===== src/hw/rtl/srle_pkg.sv =====
package srle_pkg;

  localparam int PIX_W  = 8;
  localparam int CHAR_W = 7;
  localparam int LEN_W  = 11;

  localparam logic [CHAR_W-1:0] CHAR_NONE  = 7'd0;
  localparam logic [CHAR_W-1:0] CHAR_BLANK = 7'h3f;

  localparam logic [7:0] ASCII_DOLLAR = 8'h24;
  localparam logic [7:0] ASCII_DASH   = 8'h2d;
  localparam logic [7:0] ASCII_HASH   = 8'h23;
  localparam logic [7:0] ASCII_BANG   = 8'h21;
  localparam logic [7:0] ASCII_ZERO   = 8'h30;
  localparam logic [7:0] ASCII_TWO    = 8'h32;
  localparam logic [7:0] ASCII_FIVE   = 8'h35;

  // longest run that goes out as one repeat token
  localparam logic [LEN_W-1:0] CHUNK_LEN = 11'd255;
  // shortest run that uses a repeat token
  localparam logic [LEN_W-1:0] MIN_REPEAT = 11'd4;

  // work for the back end: optional prefix, up to two runs, optional row end
  typedef struct packed {
    logic                        nl;
    logic                        pm;
    logic [PIX_W-1:0]            pen;
    logic [1:0]                  rv;
    logic [1:0][CHAR_W-1:0]      rch;
    logic [1:0][LEN_W-1:0]       rlen;
    logic                        dash;
  } cmd_t;

  typedef struct packed {
    logic [3:0] h;
    logic [3:0] t;
    logic [3:0] u;
  } digits_t;

  // decimal digits of an 8-bit value, tens by reciprocal multiply
  function automatic digits_t dec3(input logic [7:0] v);
    logic [1:0]  h;
    logic [7:0]  r;
    logic [14:0] p;
    logic [3:0]  t;
    logic [7:0]  u;
    digits_t     d;
    if (v >= 8'd200) begin
      h = 2'd2;
      r = v - 8'd200;
    end else if (v >= 8'd100) begin
      h = 2'd1;
      r = v - 8'd100;
    end else begin
      h = 2'd0;
      r = v;
    end
    p = 15'(r) * 15'd205;
    t = p[14:11];
    u = r - ({4'b0, t} * 8'd10);
    d.h = {2'b0, h};
    d.t = t;
    d.u = u[3:0];
    return d;
  endfunction

  function automatic logic [7:0] digit_char(input logic [3:0] d);
    return ASCII_ZERO | {4'b0, d};
  endfunction

endpackage


===== src/hw/rtl/srle_if.sv =====
interface srle_col_if;
  logic       valid;
  logic       ready;
  logic [7:0] pen;
  logic [7:0] pixel_0;
  logic [7:0] pixel_1;
  logic [7:0] pixel_2;
  logic [7:0] pixel_3;
  logic [7:0] pixel_4;
  logic [7:0] pixel_5;
  logic       first_in_pass;
  logic       last_in_pass;
  logic       first_pass_of_row;
  logic       last_pass_of_row;
  logic       force_full_width;

  modport source (
    output valid, pen, pixel_0, pixel_1, pixel_2, pixel_3, pixel_4, pixel_5,
           first_in_pass, last_in_pass, first_pass_of_row, last_pass_of_row,
           force_full_width,
    input  ready
  );
  modport sink (
    input  valid, pen, pixel_0, pixel_1, pixel_2, pixel_3, pixel_4, pixel_5,
           first_in_pass, last_in_pass, first_pass_of_row, last_pass_of_row,
           force_full_width,
    output ready
  );
endinterface

interface srle_byte_if;
  logic       valid;
  logic       ready;
  logic [7:0] out_byte;
  logic       last_of_item;

  modport source (output valid, out_byte, last_of_item, input ready);
  modport sink (input valid, out_byte, last_of_item, output ready);
endinterface


===== src/hw/rtl/srle_front.sv =====
module srle_front import srle_pkg::*; #(
  parameter int MAX_WIDTH = 1024
) (
  input  logic             clk,
  input  logic             rst,
  srle_col_if.sink         col,
  input  logic [PIX_W-1:0] transparent_pen,
  input  logic             q_full,
  output logic             push,
  output cmd_t             cmd
);

  localparam int RunCap = (MAX_WIDTH < 1024) ? MAX_WIDTH : 1024;

  logic [CHAR_W-1:0] run_char, run_char_next;
  logic [LEN_W-1:0]  run_length, run_length_next;
  logic              need_newline_mark, need_newline_mark_next;
  logic              row_has_output, row_has_output_next;
  logic              need_pen_mark, need_pen_mark_next;
  logic              force_pending, force_pending_next;

  logic              accept, row_start, opaque, f1, f2, any_flush, dash;
  logic              nl_a, rho_a, fp_a, pm_a;
  logic [CHAR_W-1:0] rc_a, rc_b, ch;
  logic [LEN_W-1:0]  rl_a, rl_b;
  logic [5:0]        mask;

  assign col.ready = !q_full;
  assign accept    = col.valid && !q_full;

  always_comb begin
    row_start = col.first_in_pass && col.first_pass_of_row;
    nl_a  = row_start ? 1'b0 : need_newline_mark;
    rho_a = row_start ? 1'b0 : row_has_output;
    fp_a  = row_start ? col.force_full_width : force_pending;
    rc_a  = col.first_in_pass ? CHAR_NONE : run_char;
    rl_a  = col.first_in_pass ? '0 : run_length;
    pm_a  = col.first_in_pass ? 1'b1 : need_pen_mark;

    opaque  = col.pen != transparent_pen;
    mask[0] = col.pixel_0 == col.pen;
    mask[1] = col.pixel_1 == col.pen;
    mask[2] = col.pixel_2 == col.pen;
    mask[3] = col.pixel_3 == col.pen;
    mask[4] = col.pixel_4 == col.pen;
    mask[5] = col.pixel_5 == col.pen;
    ch      = CHAR_BLANK + {1'b0, mask};

    // a new character closes the open run
    f1 = opaque && (rc_a != CHAR_NONE) && (rc_a != ch);
    rc_b = rc_a;
    rl_b = rl_a;
    if (opaque) begin
      if (rc_a == ch) begin
        if (rl_a < LEN_W'(RunCap)) rl_b = rl_a + 1'b1;
      end else begin
        rc_b = ch;
        rl_b = 11'd1;
      end
    end

    // end of pass: trailing blank run only goes out when forced
    f2 = opaque && col.last_in_pass && ((rc_b != CHAR_BLANK) || fp_a);
    any_flush = f1 || f2;
    dash = col.last_in_pass && col.last_pass_of_row;

    cmd.nl      = any_flush && nl_a;
    cmd.pm      = any_flush && pm_a;
    cmd.pen     = col.pen;
    cmd.rv      = {f2, f1};
    cmd.rch     = {rc_b, rc_a};
    cmd.rlen    = {rl_b, rl_a};
    cmd.dash    = dash;

    need_newline_mark_next = nl_a && !any_flush;
    need_pen_mark_next     = pm_a && !any_flush;
    row_has_output_next    = rho_a || any_flush;
    run_char_next          = rc_b;
    run_length_next        = rl_b;
    force_pending_next     = fp_a && !f2;
    if (opaque && col.last_in_pass) begin
      need_newline_mark_next = row_has_output_next;
      run_char_next          = CHAR_NONE;
      run_length_next        = '0;
      need_pen_mark_next     = 1'b1;
    end
    if (dash) begin
      need_newline_mark_next = 1'b0;
      row_has_output_next    = 1'b0;
    end
  end

  assign push = accept && (any_flush || dash);

  always_ff @(posedge clk) begin
    if (rst) begin
      run_char          <= CHAR_NONE;
      run_length        <= '0;
      need_newline_mark <= 1'b0;
      row_has_output    <= 1'b0;
      need_pen_mark     <= 1'b1;
      force_pending     <= 1'b0;
    end else if (accept) begin
      run_char          <= run_char_next;
      run_length        <= run_length_next;
      need_newline_mark <= need_newline_mark_next;
      row_has_output    <= row_has_output_next;
      need_pen_mark     <= need_pen_mark_next;
      force_pending     <= force_pending_next;
    end
  end

endmodule


===== src/hw/rtl/srle_queue.sv =====
module srle_queue import srle_pkg::*; (
  input  logic clk,
  input  logic rst,
  input  logic push,
  input  cmd_t push_cmd,
  output logic full,
  input  logic pop,
  output logic q_valid,
  output cmd_t q_cmd
);

  localparam int Depth = 4;
  localparam int PtrW  = $clog2(Depth);

  cmd_t            mem [Depth];
  logic [PtrW-1:0] wr_ptr, rd_ptr;
  logic [PtrW:0]   count;
  logic            do_push, do_pop;

  assign full    = count == (PtrW+1)'(Depth);
  assign q_valid = count != '0;
  assign q_cmd   = mem[rd_ptr];
  assign do_push = push && !full;
  assign do_pop  = pop && q_valid;

  always_ff @(posedge clk) begin
    if (do_push) mem[wr_ptr] <= push_cmd;
  end

  always_ff @(posedge clk) begin
    if (rst) begin
      wr_ptr <= '0;
      rd_ptr <= '0;
      count  <= '0;
    end else begin
      if (do_push) wr_ptr <= wr_ptr + 1'b1;
      if (do_pop) rd_ptr <= rd_ptr + 1'b1;
      case ({do_push, do_pop})
        2'b10:   count <= count + 1'b1;
        2'b01:   count <= count - 1'b1;
        default: count <= count;
      endcase
    end
  end

endmodule


===== src/hw/rtl/srle_back.sv =====
module srle_back import srle_pkg::*; (
  input  logic       clk,
  input  logic       rst,
  input  logic       q_valid,
  input  cmd_t       q_cmd,
  output logic       pop,
  srle_byte_if.source stream
);

  typedef enum logic [4:0] {
    S_IDLE, S_NL, S_HASH, S_PEN_H, S_PEN_T, S_PEN_U, S_RUN, S_CHUNK,
    S_BANG, S_REP_H, S_REP_T, S_REP_U, S_REP_CH, S_LIT, S_DASH, S_DONE
  } phase_t;

  phase_t                 phase;
  logic                   nl, pm, dash, rsel;
  logic [PIX_W-1:0]       pen;
  logic [1:0]             rv;
  logic [1:0][CHAR_W-1:0] rch;
  logic [1:0][LEN_W-1:0]  rlen;
  logic [2:0]             cidx;
  logic [7:0]             pend_byte;
  logic                   pend_full;
  logic                   out_valid, out_last;
  logic [7:0]             out_byte;

  logic                   out_free, go, emit;
  logic [7:0]             ebyte, cur_char;
  logic [LEN_W-1:0]       cur_len;
  digits_t                pen_d, run_d;

  assign out_free = !out_valid || stream.ready;
  assign go       = out_free && (phase != S_IDLE);
  assign pop      = (phase == S_IDLE) && q_valid;

  assign stream.valid        = out_valid;
  assign stream.out_byte     = out_byte;
  assign stream.last_of_item = out_last;

  always_comb begin
    cur_len  = rlen[rsel];
    cur_char = {1'b0, rch[rsel]};
    pen_d    = dec3(pen);
    run_d    = dec3(cur_len[7:0]);
    emit     = 1'b0;
    ebyte    = cur_char;
    case (phase)
      S_NL: begin
        emit  = nl;
        ebyte = ASCII_DOLLAR;
      end
      S_HASH: begin
        emit  = pm;
        ebyte = ASCII_HASH;
      end
      S_PEN_H: begin
        emit  = pen_d.h != 4'd0;
        ebyte = digit_char(pen_d.h);
      end
      S_PEN_T: begin
        emit  = (pen_d.h != 4'd0) || (pen_d.t != 4'd0);
        ebyte = digit_char(pen_d.t);
      end
      S_PEN_U: begin
        emit  = 1'b1;
        ebyte = digit_char(pen_d.u);
      end
      S_CHUNK: begin
        emit = 1'b1;
        case (cidx)
          3'd0:    ebyte = ASCII_BANG;
          3'd1:    ebyte = ASCII_TWO;
          3'd2:    ebyte = ASCII_FIVE;
          3'd3:    ebyte = ASCII_FIVE;
          default: ebyte = cur_char;
        endcase
      end
      S_BANG: begin
        emit  = 1'b1;
        ebyte = ASCII_BANG;
      end
      S_REP_H: begin
        emit  = run_d.h != 4'd0;
        ebyte = digit_char(run_d.h);
      end
      S_REP_T: begin
        emit  = (run_d.h != 4'd0) || (run_d.t != 4'd0);
        ebyte = digit_char(run_d.t);
      end
      S_REP_U: begin
        emit  = 1'b1;
        ebyte = digit_char(run_d.u);
      end
      S_REP_CH, S_LIT: emit = 1'b1;
      S_DASH: begin
        emit  = dash;
        ebyte = ASCII_DASH;
      end
      default: emit = 1'b0;
    endcase
  end

  always_ff @(posedge clk) begin
    if (rst) begin
      phase     <= S_IDLE;
      pend_full <= 1'b0;
      out_valid <= 1'b0;
    end else begin
      if (out_valid && stream.ready) out_valid <= 1'b0;
      if (pop) begin
        nl    <= q_cmd.nl;
        pm    <= q_cmd.pm;
        pen   <= q_cmd.pen;
        rv    <= q_cmd.rv;
        rch   <= q_cmd.rch;
        rlen  <= q_cmd.rlen;
        dash  <= q_cmd.dash;
        rsel  <= 1'b0;
        cidx  <= '0;
        phase <= S_NL;
      end else if (go) begin
        // the held byte goes out once the next one shows up or the item ends
        if (emit) begin
          pend_byte <= ebyte;
          pend_full <= 1'b1;
          if (pend_full) begin
            out_valid <= 1'b1;
            out_byte  <= pend_byte;
            out_last  <= 1'b0;
          end
        end
        unique case (phase)
          S_NL:    phase <= S_HASH;
          S_HASH:  phase <= pm ? S_PEN_H : S_RUN;
          S_PEN_H: phase <= S_PEN_T;
          S_PEN_T: phase <= S_PEN_U;
          S_PEN_U: phase <= S_RUN;
          S_RUN: begin
            if (!rv[rsel]) begin
              if (rsel) phase <= S_DASH;
              else rsel <= 1'b1;
            end else if (cur_len >= CHUNK_LEN) begin
              cidx  <= '0;
              phase <= S_CHUNK;
            end else if (cur_len >= MIN_REPEAT) begin
              phase <= S_BANG;
            end else if (cur_len != '0) begin
              phase <= S_LIT;
            end else begin
              rv[rsel] <= 1'b0;
            end
          end
          S_CHUNK: begin
            if (cidx == 3'd4) begin
              rlen[rsel] <= cur_len - CHUNK_LEN;
              cidx       <= '0;
              phase      <= S_RUN;
            end else begin
              cidx <= cidx + 1'b1;
            end
          end
          S_BANG:  phase <= S_REP_H;
          S_REP_H: phase <= S_REP_T;
          S_REP_T: phase <= S_REP_U;
          S_REP_U: phase <= S_REP_CH;
          S_REP_CH: begin
            rv[rsel] <= 1'b0;
            phase    <= S_RUN;
          end
          S_LIT: begin
            rlen[rsel] <= cur_len - 1'b1;
            if (cur_len == 11'd1) phase <= S_RUN;
          end
          S_DASH: phase <= S_DONE;
          S_DONE: begin
            out_valid <= 1'b1;
            out_byte  <= pend_byte;
            out_last  <= 1'b1;
            pend_full <= 1'b0;
            phase     <= S_IDLE;
          end
          default: phase <= S_IDLE;
        endcase
      end
    end
  end

endmodule


===== src/hw/rtl/sixel_row_run_length_encoder.sv =====
// sixel row encoder: takes one six-pixel column per request for one pen pass,
// builds the sixel character and streams run-length coded ascii bytes with
// the '$' / '#pen' pass prefix and the '-' row end. the front end takes a
// column every cycle while its four-entry command queue has room; columns
// that only extend a run produce nothing. the back end expands each queued
// command into bytes and takes the next command only once the current one is
// done, so the sustained rate is set by the byte sequencer. last_of_item marks
// the final byte of each column that produced output. transparent_pen sits at
// byte address 0 of the apb port and resets to 255; there is no clearing pass
// after reset.
module sixel_row_run_length_encoder import srle_pkg::*; #(
  parameter int MAX_WIDTH = 1024
) (
  input  logic        clk,
  input  logic        rst,
  srle_col_if.sink    col,
  srle_byte_if.source stream,
  input  logic        psel,
  input  logic        penable,
  input  logic        pwrite,
  input  logic [1:0]  paddr,
  input  logic [31:0] pwdata,
  output logic [31:0] prdata,
  output logic        pready
);

  localparam logic [1:0] ADDR_TRANSPARENT_PEN = 2'd0;

  logic [PIX_W-1:0] transparent_pen;
  logic             q_full, q_push, q_pop, q_valid;
  cmd_t             push_cmd, q_cmd;

  // apb register: always ready, written on the access phase
  assign pready = 1'b1;

  always_ff @(posedge clk) begin
    if (rst) begin
      transparent_pen <= 8'd255;
    end else if (psel && penable && pwrite && (paddr == ADDR_TRANSPARENT_PEN)) begin
      transparent_pen <= pwdata[PIX_W-1:0];
    end
  end

  always_comb begin
    prdata = '0;
    if (paddr == ADDR_TRANSPARENT_PEN) prdata = {24'b0, transparent_pen};
  end

  // front end: classify columns, track runs, queue byte-producing work
  srle_front #(.MAX_WIDTH(MAX_WIDTH)) u_front (
    .clk             (clk),
    .rst             (rst),
    .col             (col),
    .transparent_pen (transparent_pen),
    .q_full          (q_full),
    .push            (q_push),
    .cmd             (push_cmd)
  );

  // decouples column intake from byte output
  srle_queue u_queue (
    .clk      (clk),
    .rst      (rst),
    .push     (q_push),
    .push_cmd (push_cmd),
    .full     (q_full),
    .pop      (q_pop),
    .q_valid  (q_valid),
    .q_cmd    (q_cmd)
  );

  // back end: expands each command into bytes while the stream is ready, one command at a time
  srle_back u_back (
    .clk     (clk),
    .rst     (rst),
    .q_valid (q_valid),
    .q_cmd   (q_cmd),
    .pop     (q_pop),
    .stream  (stream)
  );

endmodule

===== src/flat_wrapper.sv =====
// flat-port wrapper written by rule: the top's interface ports become plain ports
module sixel_row_run_length_encoder_flat import srle_pkg::*;
#(
  parameter int MAX_WIDTH = 1024
)
  (clk, rst, psel, penable, pwrite, paddr, pwdata, prdata, pready, col_valid, col_pen, col_pixel_0, col_pixel_1, col_pixel_2, col_pixel_3, col_pixel_4, col_pixel_5, col_first_in_pass, col_last_in_pass, col_first_pass_of_row, col_last_pass_of_row, col_force_full_width, col_ready, stream_valid, stream_out_byte, stream_last_of_item, stream_ready);
  srle_col_if col_i ();
  srle_byte_if stream_i ();
  input  logic clk;
  input  logic rst;
  input  logic psel;
  input  logic penable;
  input  logic pwrite;
  input  logic [1:0] paddr;
  input  logic [31:0] pwdata;
  output logic [31:0] prdata;
  output logic pready;
  input wire logic [$bits(col_i.valid)-1:0] col_valid;
  input wire logic [$bits(col_i.pen)-1:0] col_pen;
  input wire logic [$bits(col_i.pixel_0)-1:0] col_pixel_0;
  input wire logic [$bits(col_i.pixel_1)-1:0] col_pixel_1;
  input wire logic [$bits(col_i.pixel_2)-1:0] col_pixel_2;
  input wire logic [$bits(col_i.pixel_3)-1:0] col_pixel_3;
  input wire logic [$bits(col_i.pixel_4)-1:0] col_pixel_4;
  input wire logic [$bits(col_i.pixel_5)-1:0] col_pixel_5;
  input wire logic [$bits(col_i.first_in_pass)-1:0] col_first_in_pass;
  input wire logic [$bits(col_i.last_in_pass)-1:0] col_last_in_pass;
  input wire logic [$bits(col_i.first_pass_of_row)-1:0] col_first_pass_of_row;
  input wire logic [$bits(col_i.last_pass_of_row)-1:0] col_last_pass_of_row;
  input wire logic [$bits(col_i.force_full_width)-1:0] col_force_full_width;
  output wire logic [$bits(col_i.ready)-1:0] col_ready;
  output wire logic [$bits(stream_i.valid)-1:0] stream_valid;
  output wire logic [$bits(stream_i.out_byte)-1:0] stream_out_byte;
  output wire logic [$bits(stream_i.last_of_item)-1:0] stream_last_of_item;
  input wire logic [$bits(stream_i.ready)-1:0] stream_ready;
  assign col_i.valid = col_valid;
  assign col_i.pen = col_pen;
  assign col_i.pixel_0 = col_pixel_0;
  assign col_i.pixel_1 = col_pixel_1;
  assign col_i.pixel_2 = col_pixel_2;
  assign col_i.pixel_3 = col_pixel_3;
  assign col_i.pixel_4 = col_pixel_4;
  assign col_i.pixel_5 = col_pixel_5;
  assign col_i.first_in_pass = col_first_in_pass;
  assign col_i.last_in_pass = col_last_in_pass;
  assign col_i.first_pass_of_row = col_first_pass_of_row;
  assign col_i.last_pass_of_row = col_last_pass_of_row;
  assign col_i.force_full_width = col_force_full_width;
  assign col_ready = col_i.ready;
  assign stream_valid = stream_i.valid;
  assign stream_out_byte = stream_i.out_byte;
  assign stream_last_of_item = stream_i.last_of_item;
  assign stream_i.ready = stream_ready;
  sixel_row_run_length_encoder #(.MAX_WIDTH(MAX_WIDTH)) u_core (.clk(clk), .rst(rst), .col(col_i), .stream(stream_i), .psel(psel), .penable(penable), .pwrite(pwrite), .paddr(paddr), .pwdata(pwdata), .prdata(prdata), .pready(pready));
endmodule

===== config.mk =====
export PLATFORM = sky130hd
export DESIGN_NAME = sixel_row_run_length_encoder_flat
export DESIGN_NICKNAME = d
export VERILOG_FILES = /design/src/hw/rtl/srle_pkg.sv /design/src/hw/rtl/srle_if.sv /design/src/hw/rtl/srle_front.sv /design/src/hw/rtl/srle_queue.sv /design/src/hw/rtl/srle_back.sv /design/src/hw/rtl/sixel_row_run_length_encoder.sv /design/src/flat_wrapper.sv
export SDC_FILE = /design/constraint.sdc
export NUM_CORES = 1
export LEC_CHECK = 0
export BUFFER_PORTS_ARGS = -buffer_cell sky130_fd_sc_hd__buf_2
export CAP_MARGIN = 20
export CORE_ASPECT_RATIO = 1.1
export CORE_MARGIN = 10
export CORE_UTILIZATION = 25
export CTS_BUF_LIST = sky130_fd_sc_hd__clkbuf_4
export CTS_CLUSTER_DIAMETER = 80
export DETAILED_ROUTE_END_ITERATION = 10
export PLACE_DENSITY = 0.46
export RECOVER_POWER = 100
export SLEW_MARGIN = 20
export SYNTH_ARGS = -nofsm -noshare
export SYNTH_HDL_FRONTEND = slang
export SYNTH_SLANG_ARGS = --single-unit

===== constraint.sdc =====
create_clock -name clk -period 8.2 [get_ports clk]
set_input_delay 1.64 -clock clk [delete_from_list [all_inputs] [get_ports clk]]
set_output_delay 1.64 -clock clk [all_outputs]
set_load 0.01 [all_outputs]

## After elaboration in Yosys (flattened, before gate mapping)

Memory sizes are Yosys's and may differ from the RTL's. A register that Yosys moved wholly into a read port is not among the register bits.
Index checks and enable logic that the tools add are counted.

- Register bits: 114
- Bits in writable memories: 196
- Input port bits: 102
- Word-level logic and storage cells: 263
- Memories kept: 1

Memory list:

| memory | depth | bits a word | rd ports | clocked after Yosys merged registers in | write ports | line | text |
|---|---|---|---|---|---|---|---|
| u_core.u_queue.mem | 4 | 49 | 1 | 1 | 1 | srle_queue.sv:15 | `cmd_t mem [Depth];` |

- Add/subtract/negate cells: 15
- Multipliers: 4
- Order comparisons: 9
- Equal/unequal tests: 47
- Mux-type cells: 89
- Bitwise logic cells: 4
- Reductions and logical operators: 66

Operator list:

| operator | count |
|---|---|
| 2-to-1 mux 11 bit | 8 |
| one-hot mux 7 bit (11 select lines) | 1 |
| 2-to-1 mux 22 bit | 3 |
| one-hot mux 5 bit (13 select lines) | 1 |
| 2-to-1 mux 8 bit | 8 |
| == test 8 bit | 6 |
| bitwise mux 22 bit | 2 |
| one-hot mux 22 bit (2 select lines) | 1 |
| 2-to-1 mux 7 bit | 6 |
| == test 5 x 4 -> 1 bit, second input constant | 8 |
| 2-to-1 mux 5 bit | 7 |
| multiplier 8 x 8 -> 15 bit, second input constant | 2 |
| 2-to-1 mux 1 bit | 30 |
| logical AND 1 bit | 22 |
| inequality test 3 x 2 -> 1 bit, second input constant | 7 |
| one-hot mux 7 bit (3 select lines) | 1 |
| == test 5 x 3 -> 1 bit, second input constant | 4 |
| 2-to-1 mux 2 bit | 10 |
| AND reduction 5 bit | 4 |
| greater-or-equal comparator 8 x 7 -> 1 bit, second input constant | 2 |
| greater-or-equal comparator 8 bit, second input constant | 2 |
| subtractor 8 x 7 -> 8 bit, second input constant | 2 |
| subtractor 8 bit, second input constant | 2 |
| 2-to-1 mux 3 bit | 5 |
| other kinds (57) | 90 |

## Depth between registers and ports, before layout

- Depth in word-level cells: 14
- Depth in mapped cells: 34
- Gate-level depth less buffers: 32

## Hierarchy

A second synthesis with hierarchy kept.

- Cells, all modules: 1496
- Area total of the unflattened synthesis: 17902.2 sq um

By module, submodules not included:

| module | instances | cells an instance | area an instance (sq um) | seq. area each (sq um) |
|---|---|---|---|---|
| srle_queue | 1 | 308 | 7562.3 | 6065.8 |
| srle_back | 1 | 775 | 7108.1 | 2162.1 |
| srle_front | 1 | 342 | 2633.8 | 440.4 |
| sixel_row_run_length_encoder | 1 | 71 | 598.1 | 160.2 |

## Least setup slack after synthesis

OpenSTA, ideal clock, no wires.

- Path type: flip-flop to flip-flop
- Start point: reg u_core.u_back.rsel
- End point: reg u_core.u_back.out_last (netlist: u_core.u_back.stream.last_of_item), enable pin
- Arrival time: 6.853 ns
- Required time: 7.814 ns
- Setup slack: 0.961 ns
- Stages on the path, launching flop included: 28
- Clock period less this slack: 7.239 ns
- Path through: edfxtp_1 > buf_2 > buf_2 > mux2i_1 > ha_1 > clkbuf_1 > a32o_1 > a22oi_2 > xnor2_1 > inv_1 > ha_1 > inv_1 > fa_1 > inv_1 > fa_1 > inv_1 > fa_1 > inv_1 > ha_1 > a21o_1 > a21o_1 > a21oi_1 > o21a_1 > a31oi_2 > a211o_1 > a31oi_1 > nand2_1 > a211oi_1

- Cells in the longest elaborated chain, start to end: 11

Ends and longest elaborated chain:

| element | line | text |
|---|---|---|
| from (decl) | srle_back.sv:16 | `logic nl, pm, dash, rsel;` |
| from (signal assigned) | srle_back.sv:118 | `rsel <= 1'b0;` |
| from (signal assigned) | srle_back.sv:141 | `else rsel <= 1'b1;` |
| 2-to-1 mux 11 bit (implied by the code) * (2 in series) | srle_back.sv:41 | `cur_len = rlen[rsel];` |
| subtractor 8 x 7 -> 8 bit or greater-or-equal comparator 8 x 7 -> 1 bit (tied branches) | srle_pkg.sv:53, srle_pkg.sv:51 |  |
| 2-to-1 mux 8 bit | srle_pkg.sv:51 | `end else if (v >= 8'd100) begin` |
| 2-to-1 mux 8 bit | srle_pkg.sv:48 | `if (v >= 8'd200) begin` |
| multiplier 8 x 8 -> 15 bit | srle_pkg.sv:58 | `p = 15'(r) * 15'd205;` |
| nonzero test 4 bit | srle_back.sv:87 | `emit = (run_d.h != 4'd0) \|\| (run_d.t != 4'd0);` |
| logical OR 1 bit | srle_back.sv:87 |  |
| one-hot mux 1 bit (8 select lines) * | srle_back.sv:47 | `case (phase)` |
| nonzero test 2 bit (no source line) * | n/a |  |
| AND reduction 5 bit (no source line) * | n/a |  |
| to (signal assigned) | srle_back.sv:129 | `out_last <= 1'b0;` |
| to (signal assigned) | srle_back.sv:178 | `out_last <= 1'b1;` |
| to (decl) | srle_back.sv:24 | `logic out_valid, out_last;` |

Mark *: on every way between the ends. The rest lies on a longest branch, timed or not. The select of a mux whose other input is x is not followed.
A chain may end at the register's enable or synchronous reset.

## Final worst setup path

- Start point: reg u_core.u_back.rsel
- End point: reg u_core.u_back.pend_byte[3] (data pin)

- Cells in the longest elaborated chain, start to end: 9

Ends and longest elaborated chain:

| element | line | text |
|---|---|---|
| 2-to-1 mux 11 bit (implied by the code) (2 in series) | srle_back.sv:41 |  |
| subtractor 8 x 7 -> 8 bit or greater-or-equal comparator 8 x 7 -> 1 bit (tied branches) | srle_pkg.sv:53, srle_pkg.sv:51 |  |
| 2-to-1 mux 8 bit | srle_pkg.sv:51 |  |
| 2-to-1 mux 8 bit | srle_pkg.sv:48 |  |
| multiplier 8 x 8 -> 15 bit | srle_pkg.sv:58 |  |
| multiplier 4 x 3 -> 3 bit | srle_pkg.sv:60 | `u = r - ({4'b0, t} * 8'd10);` |
| subtractor 4 bit | srle_pkg.sv:60 |  |
| one-hot mux 7 bit (11 select lines) * | srle_back.sv:47 |  |
| named net u_core.u_back.ebyte[3] | srle_back.sv:28 | `logic [7:0] ebyte, cur_char;` |
| to (signal assigned) | srle_back.sv:124 | `pend_byte <= ebyte;` |
| to (decl) | srle_back.sv:22 | `logic [7:0] pend_byte;` |

The timed path passes the listed nets; every way through them passes the cells marked *. The select of a mux whose other input is x is not followed.

==> run_results.csv <==
group,metric,value,unit
outcome,run_status,"complete, but fails checks",
outcome,failed_checks,"capacitance limit, slew limit",
floorplan,fp.dieW,271,um
worst_setup_path,crit_slowest_cell,"edfxtp_1",
clock_tree,cts_tree,"built",
clock_tree,post-cts-setup-buffers,0,
synthesis,ys_ff_latch,309,
synthesis,synth_cell_type_count,80,
synthesis,ys.warnings.count,0,
worst_setup_path,crit_type,"register to register",
synthesis,syn_avg_cell_area,12.0,um2
final_layout,seqCellArea,8830,um2
synthesis,synthXorXnorAreaFrac,6.09,%
place,place_hpwl,30100,um
grt,grt_overflow,0,
clock_tree,clk_pin_slew,0.07,ns
clock_tree,cts_resized,0,
worst_setup_path,end_kind,"register",
route,drt-pass1-iter-count,5,
synthesis,ys_seq_area_share,50.9,%
synthesis,synthAdderAreaFrac,10.3,%
final_layout,drive_above_1_share,17.8,%
synthesis,ys.flop_type,"edfxtp_1",
worst_setup_path,critPathArrivalTime,8.14,ns
grt,antenna_found_initial,1,
place,routabilityCongestion,0.806,
floorplan,rows,101,
synthesis,syn_inst,1443,
floorplan,die_area,80400,um2
route,drc,0,
route,vias_per_cell,4.53,
clock_tree,clockBufferDepth,3,
synthesis,netlist_area,17400,um2
timing,tns,0,ns
synthesis,synth_top_family_by_area,"simple AND/OR/NAND/NOR gates",
route,ant_nets,0,
timing,hold_ws,0.404,ns
final_layout,multiInputGateArea,7730,um2
synthesis,synth-compound-area-share,8.70,%
route,wl_per_cell,16.8,um
timing,fmax,131,MHz
place,port-buffer-count,95,
run,maxCapViolCount,4,
route,postRouteWirelength,43400,um
grt,grt_pass1_vias,12300,
timing,tightest_slew,4.05,ns
timing,maxSlewHeadroom,-170,%
timing,finalHoldViolCount,0,
hold_path,min_path_type,"register to register",
timing,setup_violations,0,
floorplan,die_y,296,um
timing,finalCriticalPeriod,7.63,ns
clock_tree,cts_sinks,309,
timing,period_share,93.1,%
worst_setup_path,critPathMaxStageDelay,0.57,ns
timing,skew,0.0415,ns
final_layout,area_growth,14.1,%
final_layout,num-nets-final,1816,
route,drtIter0Drc,598,
synthesis,synth_edf_count,264,
worst_setup_path,critPathLaunchType,"register",
worst_setup_path,crit_fanout,6,
grt,grt_max_degree,50,
grt,track_usage,10.7,%
floorplan,ioPinCount,146,
synthesis,synth-simple-area-share,11.0,%
worst_setup_path,crit_required,8.71,ns
clock_tree,h-tree-depth,3,
floorplan,fp.coreArea,68900,um2
floorplan,start_util,25.2,%
clock_tree,clkLatencyLatePin,0.75,ns
final_layout,fillers,7203,
synthesis,synthArstFlopShare,0,%
synthesis,muxShareOfSynthArea,8.00,%
clock_tree,ctsHoldBuffers,0,
clock_tree,cts_root_buf,"clkbuf_4",
timing,drv_slew,155,
route,vias,11700,
timing,rsz0062_at_grt,"false",
clock_tree,cts_buffers,85,
grt,grt_pass1_wl,68200,um
flip-flops by register name, indices dropped and copies added (netlist names), 3 cells and up, named ones only:
register,flops
u_core.u_queue.mem,196
u_core.u_back.rlen,22
u_core.u_back.rch,14
u_core.u_front.run_length,11
u_core.transparent_pen,8
u_core.u_back.pen,8
u_core.u_back.pend_byte,7
u_core.u_back.stream.out_byte,7
u_core.u_front.run_char,7
u_core.u_back.phase,4
u_core.u_back.cidx,3
u_core.u_queue.count,3
per-layer routing:
metal  global-route usage, %  routed length (um)  vias up
met5                       0                   0        -
met1                    13.1               19300     5752
li1                        -                   -     5570
met2                    18.1               20800      287
met3                    2.03                1990       71
met4                    4.99                1300        0
logic make-up (layout without fill, tap and decap cells):
group           Yosys count  in the layout
simple gates            396            396
compound gates          218            218
other cells               2             28
flops                   309            309
buf+inv                 194            375
mux                      77             77
xor+xnor                118            118
fa+ha+maj               129            129
final timing paths:
| check | startpoint | to | slack [ns] | cells after the start |
|---|---|---|---|---|
| max | u_core.u_back.rsel | u_core.u_back.pend_byte[3] | 0.57 | 30 |
| min | u_core.u_back.pend_byte[5] | u_core.u_back.stream.out_byte[5] | 0.40 | 0 |
| max reg2reg | u_core.u_back.rsel | u_core.u_back.pend_byte[3] | 0.57 | 30 |
| min reg2reg | u_core.u_back.pend_byte[5] | u_core.u_back.stream.out_byte[5] | 0.40 | 0 |
final cells by class:
type,instances,share of cell area (%)
well taps,927,5.86
diodes,2,0.0253
flip-flops and latches,309,44.6
multi-input cells,964,39.1
inverters,107,2.03
clock inverters,23,0.582
clock buffers,127,4.82
repair buffers,118,3.01
stage by stage:
step,setup slack [ns],utilization (%),cells,cell area (um2)
4_1_cts,0.557,28.9,2573,19900
5_1_grt,0.0975,28.7,2577,19800
3_3_place_gp,0.621,27.3,2423,18800
6_report,0.570,28.7,2577,19800
2_1_floorplan,0.961,-,1467,17400
3_5_place_dp,0.575,27.3,2423,18800
cells in the final DEF, fill, tap and decap left out, types with 11 or more instances in the layout:
cell      synthesis  final
inv_1           105    106
nand2_1         126    126
nand3_1          33     33
a31oi_1           9     11
a21oi_1          52     54
clkinv_1          1     18
fa_1             24     24
edfxtp_1        264    264
nor3_1           21     22
mux4_2           49     49
buf_4            28     16
ha_1            105    105
nor2b_1          17     17
o21ai_0          38     38
nand4_1          15     15
mux2i_1          27     27
xnor2_1          45     45
o31ai_1          15     14
and3_1           11     11
conb_1            2     26
a22oi_1          15     15
nor2_1          101    100
buf_2            11     74
clkbuf_1         37     28
xor2_1           71     71
clkbuf_4          0    127
dfxtp_1          45     44
nor4_1           12     12
Yosys cell counts, types with 21 or more instances:
library cell | count | area share [%]
buf_4 | 28 | 1.2
mux2i_1 | 27 | 1.6
mux4_2 | 49 | 6.4
clkbuf_1 | 37 | 0.80
nor3_1 | 21 | 0.61
dfxtp_1 | 45 | 5.2
edfxtp_1 | 264 | 46
xor2_1 | 71 | 3.6
inv_1 | 105 | 2.3
ha_1 | 105 | 7.6
fa_1 | 24 | 2.8
xnor2_1 | 45 | 2.3
nand2_1 | 126 | 2.7
nor2_1 | 101 | 2.2
a21oi_1 | 52 | 1.5
o21ai_0 | 38 | 1.1
nand3_1 | 33 | 0.95
worst max-delay path: cells and delay by family, from the launching register on:
family          cells  cell delay (ns)
buf+inv             5             0.38
fa+ha+maj           8             3.08
mux                 1             0.23
xor+xnor            5             0.87
compound gates      8             1.86
flops               1             0.57
simple gates        3             0.43
Power is not shown: default switching activity piles up to over one toggle a cycle in this logic, so the estimate is an artifact.
